## src/hw/rtl/pbas_pkg.sv

```systemverilog
// Package for the packed bit array store.
// Holds function and status codes and the controller/datapath command and status types.
// No dependencies.
package pbas_pkg;

    localparam int WORD_BITS = 64;

    localparam logic [1:0] FUNC_GET   = 2'd0;
    localparam logic [1:0] FUNC_SET   = 2'd1;
    localparam logic [1:0] FUNC_CLEAR = 2'd2;
    localparam logic [1:0] FUNC_LOAD  = 2'd3;

    localparam logic [1:0] ST_OK   = 2'd0;
    localparam logic [1:0] ST_IDX  = 2'd1;
    localparam logic [1:0] ST_WIDE = 2'd2;
    localparam logic [1:0] ST_LOAD = 2'd3;

    localparam logic REG_BITS_PER_ENTRY = 1'b0;
    localparam logic REG_ENTRY_COUNT    = 1'b1;

    typedef struct packed {
        logic accept;
        logic rd0;
        logic rd1;
        logic rd2;
        logic load_wr;
        logic sweep;
        logic sweep_all;
        logic out_load;
    } t_cmd;

    typedef struct packed {
        logic [1:0] func;
        logic       err;
        logic       used_zero;
        logic       sweep_last;
    } t_sts;

endpackage

```

## src/hw/rtl/pbas_ctrl.sv

```systemverilog
// Controller state machine: init sweep, transaction sequencing and output valid.
// Depends on pbas_pkg.
module pbas_ctrl import pbas_pkg::*; (
    input  logic i_clk,
    input  logic i_rst_n,
    input  logic i_valid,
    output logic o_ready,
    output logic o_valid,
    input  logic i_ready,
    input  t_sts i_sts,
    output t_cmd o_cmd
);

    localparam logic [3:0] S_INIT = 4'd0;
    localparam logic [3:0] S_IDLE = 4'd1;
    localparam logic [3:0] S_DEC  = 4'd2;
    localparam logic [3:0] S_RD0  = 4'd3;
    localparam logic [3:0] S_RD1  = 4'd4;
    localparam logic [3:0] S_RD2  = 4'd5;
    localparam logic [3:0] S_CLR  = 4'd6;
    localparam logic [3:0] S_LOAD = 4'd7;
    localparam logic [3:0] S_DONE = 4'd8;

    logic [3:0] r_state;
    logic [3:0] n_state;
    logic       r_out_valid;
    logic       n_out_valid;

    always_comb begin
        n_state = r_state;
        o_cmd   = '0;
        o_ready = (r_state == S_IDLE);
        case (r_state)
            S_INIT: begin
                o_cmd.sweep     = 1'b1;
                o_cmd.sweep_all = 1'b1;
                if (i_sts.sweep_last) begin
                    n_state = S_IDLE;
                end
            end
            S_IDLE: begin
                if (i_valid) begin
                    o_cmd.accept = 1'b1;
                    n_state      = S_DEC;
                end
            end
            S_DEC: begin
                if (i_sts.err) begin
                    n_state = S_DONE;
                end else begin
                    case (i_sts.func)
                        FUNC_GET, FUNC_SET: n_state = S_RD0;
                        FUNC_CLEAR:         n_state = i_sts.used_zero ? S_DONE : S_CLR;
                        FUNC_LOAD:          n_state = S_LOAD;
                        default:            n_state = S_DONE;
                    endcase
                end
            end
            S_RD0: begin
                o_cmd.rd0 = 1'b1;
                n_state   = S_RD1;
            end
            S_RD1: begin
                o_cmd.rd1 = 1'b1;
                n_state   = S_RD2;
            end
            S_RD2: begin
                o_cmd.rd2 = 1'b1;
                n_state   = S_DONE;
            end
            S_CLR: begin
                o_cmd.sweep = 1'b1;
                if (i_sts.sweep_last) begin
                    n_state = S_DONE;
                end
            end
            S_LOAD: begin
                o_cmd.load_wr = 1'b1;
                n_state       = S_DONE;
            end
            S_DONE: begin
                if (!r_out_valid || i_ready) begin
                    o_cmd.out_load = 1'b1;
                    n_state        = S_IDLE;
                end
            end
            default: n_state = S_IDLE;
        endcase
    end

    always_comb begin
        if (o_cmd.out_load) begin
            n_out_valid = 1'b1;
        end else if (i_ready) begin
            n_out_valid = 1'b0;
        end else begin
            n_out_valid = r_out_valid;
        end
    end

    always_ff @(posedge i_clk) begin
        if (!i_rst_n) begin
            r_state     <= S_INIT;
            r_out_valid <= 1'b0;
        end else begin
            r_state     <= n_state;
            r_out_valid <= n_out_valid;
        end
    end

    assign o_valid = r_out_valid;

`ifndef SYNTHESIS
    a_no_result_in_init: assert property (@(posedge i_clk) disable iff (!i_rst_n)
        (r_state == S_INIT) |-> !r_out_valid)
        else $error("result valid during init sweep");

    a_no_overwrite: assert property (@(posedge i_clk) disable iff (!i_rst_n)
        o_cmd.out_load |-> (!r_out_valid || i_ready))
        else $error("pending result overwritten");

    a_one_at_a_time: assert property (@(posedge i_clk) disable iff (!i_rst_n)
        (i_valid && o_ready) |=> !o_ready)
        else $error("ready held after accept");

    a_valid_from_done: assert property (@(posedge i_clk) disable iff (!i_rst_n)
        $rose(o_valid) |-> ($past(r_state) == S_DONE))
        else $error("result raised outside done state");
`endif

endmodule

```

## config.mk

```make
export PLATFORM = sky130hd
export DESIGN_NAME = pbas_ctrl
export DESIGN_NICKNAME = d
export VERILOG_FILES = /design/src/hw/rtl/pbas_pkg.sv /design/src/hw/rtl/pbas_ctrl.sv
export SDC_FILE = /design/constraint.sdc
export NUM_CORES = 1
export LEC_CHECK = 0
export ABC_CLOCK_PERIOD_IN_PS = 1700
export BUFFER_PORTS_ARGS = -buffer_cell sky130_fd_sc_hd__buf_2
export CAP_MARGIN = 20
export CORE_AREA = 2 2 39 41
export CTS_CLUSTER_DIAMETER = 200
export DETAILED_ROUTE_END_ITERATION = 8
export DIE_AREA = 0 0 41 43
export MAX_ROUTING_LAYER = met4
export PLACE_DENSITY = 0.62
export SETUP_SLACK_MARGIN = 0.02
export SYNTH_ARGS = -nofsm -noshare
export SYNTH_HDL_FRONTEND = slang
export SYNTH_SLANG_ARGS = --single-unit
```

## constraint.sdc

```tcl
create_clock -name i_clk -period 1.7 [get_ports i_clk]
set_input_delay 0.17 -clock i_clk [delete_from_list [all_inputs] [get_ports i_clk]]
set_output_delay 0.17 -clock i_clk [all_outputs]
set_load 0.005 [all_outputs]
```

Yosys cells after proc, flatten, opt, wreduce, memory -nomap -nowiden

Index checks and enable logic that the tools add are counted.

Logic and storage cells: 46
Flip-flop bits (word level): 5
Output and inout port bits: 10

Equality and inequality tests: 15
Multiplexer cells: 20
Reductions and logical operators: 9

Operators by type and width:

| kind               | count |
|---|---|
| $pmux 4 s8         | 1 |
| $mux 4             | 6 |
| $eq 4x3->1 const B | 4 |
| $mux 1             | 12 |
| $pmux 4 s3         | 1 |
| $eq 4x2->1 const B | 2 |
| $ne 2x2->1 const B | 4 |
| $reduce_or 2->1    | 3 |
| $eq 2x2->1 const B | 2 |
| $eq 4x1->1 const B | 1 |
| $eq 4x4->1 const B | 1 |
| $logic_not 4->1    | 1 |
| $reduce_and 4->1   | 1 |
| $eq 2x1->1 const B | 1 |
| $logic_not 2->1    | 1 |
| $reduce_bool 2->1  | 1 |
| $logic_not 1->1    | 1 |
| $logic_or 1x1->1   | 1 |

Depth between registers and ports, before layout

Depth after elaboration: 5
Depth in mapped cells: 5

Least setup slack after synthesis

Ideal clock, no wire load.

Kind: reg2out
Start: reg r_state[2]
End: out o_cmd[0] in the netlist's numbering
Path slack: 0.296 ns
Data required time: 1.530 ns
Path buffers: 2
Arrival time: 1.234 ns
Cell stages (with the launch flop): 5
Path through: dfxtp_1 -> buf_6 -> or4b_4 -> and2b_1 -> buf_4

RTL lines:

| element                | RTL line         | source |
|---|---|---|
| start, declared        | pbas_ctrl.sv:24  | `logic [3:0] r_state;` |
| start signal, assigned | pbas_ctrl.sv:106 | `r_state <= n_state;` |
| end, declared          | pbas_ctrl.sv:11  | `output t_cmd o_cmd` |

==> results_dict.tcl <==
set metrics [dict create \
    drv_cap 0 \
    relSlewSlack 0.782 \
    worstHoldStart "i_rst_n" \
    drive_gt1_frac 0.411 \
    nets 83 \
    cp.arrival_ns 1.43 \
    start_util 0.304 \
    p_switching_mw 0.205 \
    slew_viol_final 0 \
    min_to "r_state[2]" \
    cp-end-kind "primary output" \
    final.min_clock_period_ns 1.60 \
    cts_tree "yes" \
    clk_pin_slew_worst_paths_ns 0.04 \
    crit_chain "or4b_4, and2b_1, buf_2" \
    numCtsBuffers 3 \
    synth-seq-area-share 0.238 \
    placementRows 14 \
    hold_viol 0 \
    p_comb_frac 0.434 \
    syn_area_um2 420 \
    postLayoutCellArea_um2 544 \
    crit_type "reg2out" \
    clockBufferDepth 2 \
    hold_depth 2 \
    clk_root_buffer_cell "clkbuf_4" \
    cts.sinks 5 \
    outcome "finished, final reports clean" \
    wl_per_cell_um 11.6 \
    synth.distinct_cells 31 \
    postCtsHoldBufs 0 \
    grt_pass1_wl_mm 1.57 \
    ys_top_cells_by_count "dfxtp_1, nor3_1, nand2b_1, nor2_1" \
    holdWs_ns 0.211 \
    cpMaxStageDelayCell "or4b_4" \
    dpl.hpwl_um 801 \
    fin_crit_sh 0.944 \
    p_sw_frac 0.365 \
    power_frac_clock 0.240 \
    insertion_delay_ns 0.24 \
    die_area_um2 1760 \
    ys_ff_latch 5 \
    diodes 0 \
    place_congestion 0.838 \
    hp-class "in2reg" \
    synth_top_area_share 0.238 \
    drt_iter0_markers 7 \
    cp_slowest_stage_delay_ns 0.55 \
    vdd_drop_max_uv 373 \
    dieHeight_um 43 \
    netlist_instances 54 \
    place_area_um2 503 \
    p_int_mw 0.356 \
    htreeDepth 1 \
    num_vias 461 \
    avgSynthCellArea_um2 7.79 \
    synth_area_leaders "dfxtp_1, nand2b_1, nor3_1" \
    first_pass_iters 4 \
    reg2reg_depth 5 \
    yosysTopAreaCell "dfxtp_1" \
    r2r_start "r_state[2]" \
    ant_nets 0 \
    viasPerCell 5.18 \
    wl_mm 1.03 \
    grt_pass1_vias 415 \
    yosysWarnings 0 \
    setup-tns-final_ns 0 \
    drc 0 \
    io_pins 19 \
    async_flop_share 0 \
    total_power_mw 0.561 \
    critPathRequiredTime_ns 1.53 \
    rsz0062_at_grt "false" \
    antenna_found_initial 0 \
    fmax_mhz 623 \
    die_width_um 41 \
    critPathMaxFanout 6 \
    coreArea_um2 1380 \
    p_leak_nw 0.250 \
    overflow 0 \
    syn-num-nets 63 \
    final_util 0.393 \
    layout-area-overhead-vs-synth_pct 29.5 \
    grt_max_degree 13 \
    synth_ff_type "dfxtp_1" \
    r2r_end "r_state[2]" \
    worstSetupStartpointType "register" \
    fin_skew_ns 0.00155 \
    track_usage 0.142 \
    power_frac_seq 0.326 \
    io_buffers 18 \
    powerDensity_nw_per_um2 1030 \
    setup_violations 0 \
    ff2ff_setup_slack_ns 0.41 \
    tightest_slew_ns 0.326 \
    synth_edf_count 0 \
]
[layout by cell type (no fill, tap or decap), types with 2 or more instances in the layout]
master | Yosys | final
nand2b_1 | 4 | 4
buf_4 | 2 | 2
buf_2 | 1 | 18
nor3_1 | 5 | 5
o21a_1 | 2 | 2
dfxtp_2 | 0 | 3
and2_1 | 2 | 2
nor4_1 | 3 | 3
nand3b_1 | 2 | 2
inv_1 | 3 | 3
nor2_1 | 4 | 4
a21boi_0 | 2 | 2
clkbuf_4 | 0 | 3
[metrics by stage]
step,instances,setup WS (ns)
final,89,0.0958
after global routing,89,0.0346
after CTS,88,0.0240
after detailed placement,84,0.286
after global placement,84,0.312
after floorplan,54,0.296
[worst max-delay path by stage]
stage                from  endpoint  slack (ns)  cells past startpoint
2_1_floorplan  r_state[2]  o_cmd[0]        0.30                      4
3_3_place_gp   r_state[1]  o_cmd[0]        0.31                      3
3_5_place_dp   r_state[2]  o_cmd[0]        0.29                      3
4_1_cts        r_state[2]  o_cmd[0]        0.02                      3
5_1_grt        r_state[2]  o_cmd[0]        0.03                      3
6_report       r_state[2]  o_cmd[0]         0.1                      3
[final cells by class]
cell class | instances | area [um^2]
Fill cell | 154 | 840
Multi-Input combinational cell | 41 | 274
Tap cell | 16 | 20.0
Clock buffer | 4 | 26.3
Timing Repair Buffer | 20 | 105
Inverter | 3 | 11.3
Sequential cell | 5 | 108
[critical path, delay by kind of cell, from the launching register on]
kind	cells	cell delay, ns
buf+inv	1	0.10
flops	1	0.35
simple gates	2	0.75
[routing by layer]
layer  wire, um  track usage
met1        428        0.126
met2        520        0.225
met3         54       0.0314
met4         24        0.140
met5          0            -
[flip-flops by register name, summed over array words and instances (netlist names)]
signal   count
r_state      4
o_valid      1
[power by group through the flow]
stage	clock, mW	sequential (mW)	combinational [mW]
global placement	0	0.179	0.242
detailed placement	0	0.182	0.236
finish	0.135	0.183	0.243
global route	0.155	0.188	0.270
floorplan	0	0.147	0.200
CTS	0.142	0.179	0.237
[kinds of logic after synthesis]
family,Yosys count,share of synthesized area
multiplexers,1,0.0268
XOR/XNOR,1,0.0208
flip-flops,5,0.238
buffers and inverters,8,0.110
AO/OA/AOI/OAI,12,0.214
AND/OR/NAND/NOR,27,0.390
[repair_timing]
action,4_1_cts,5_1_grt
resized for setup,0,5
setup endpoints to repair,0,2
buffers inserted,0,1
No activity file was read; power rests on OpenSTA's default activity.
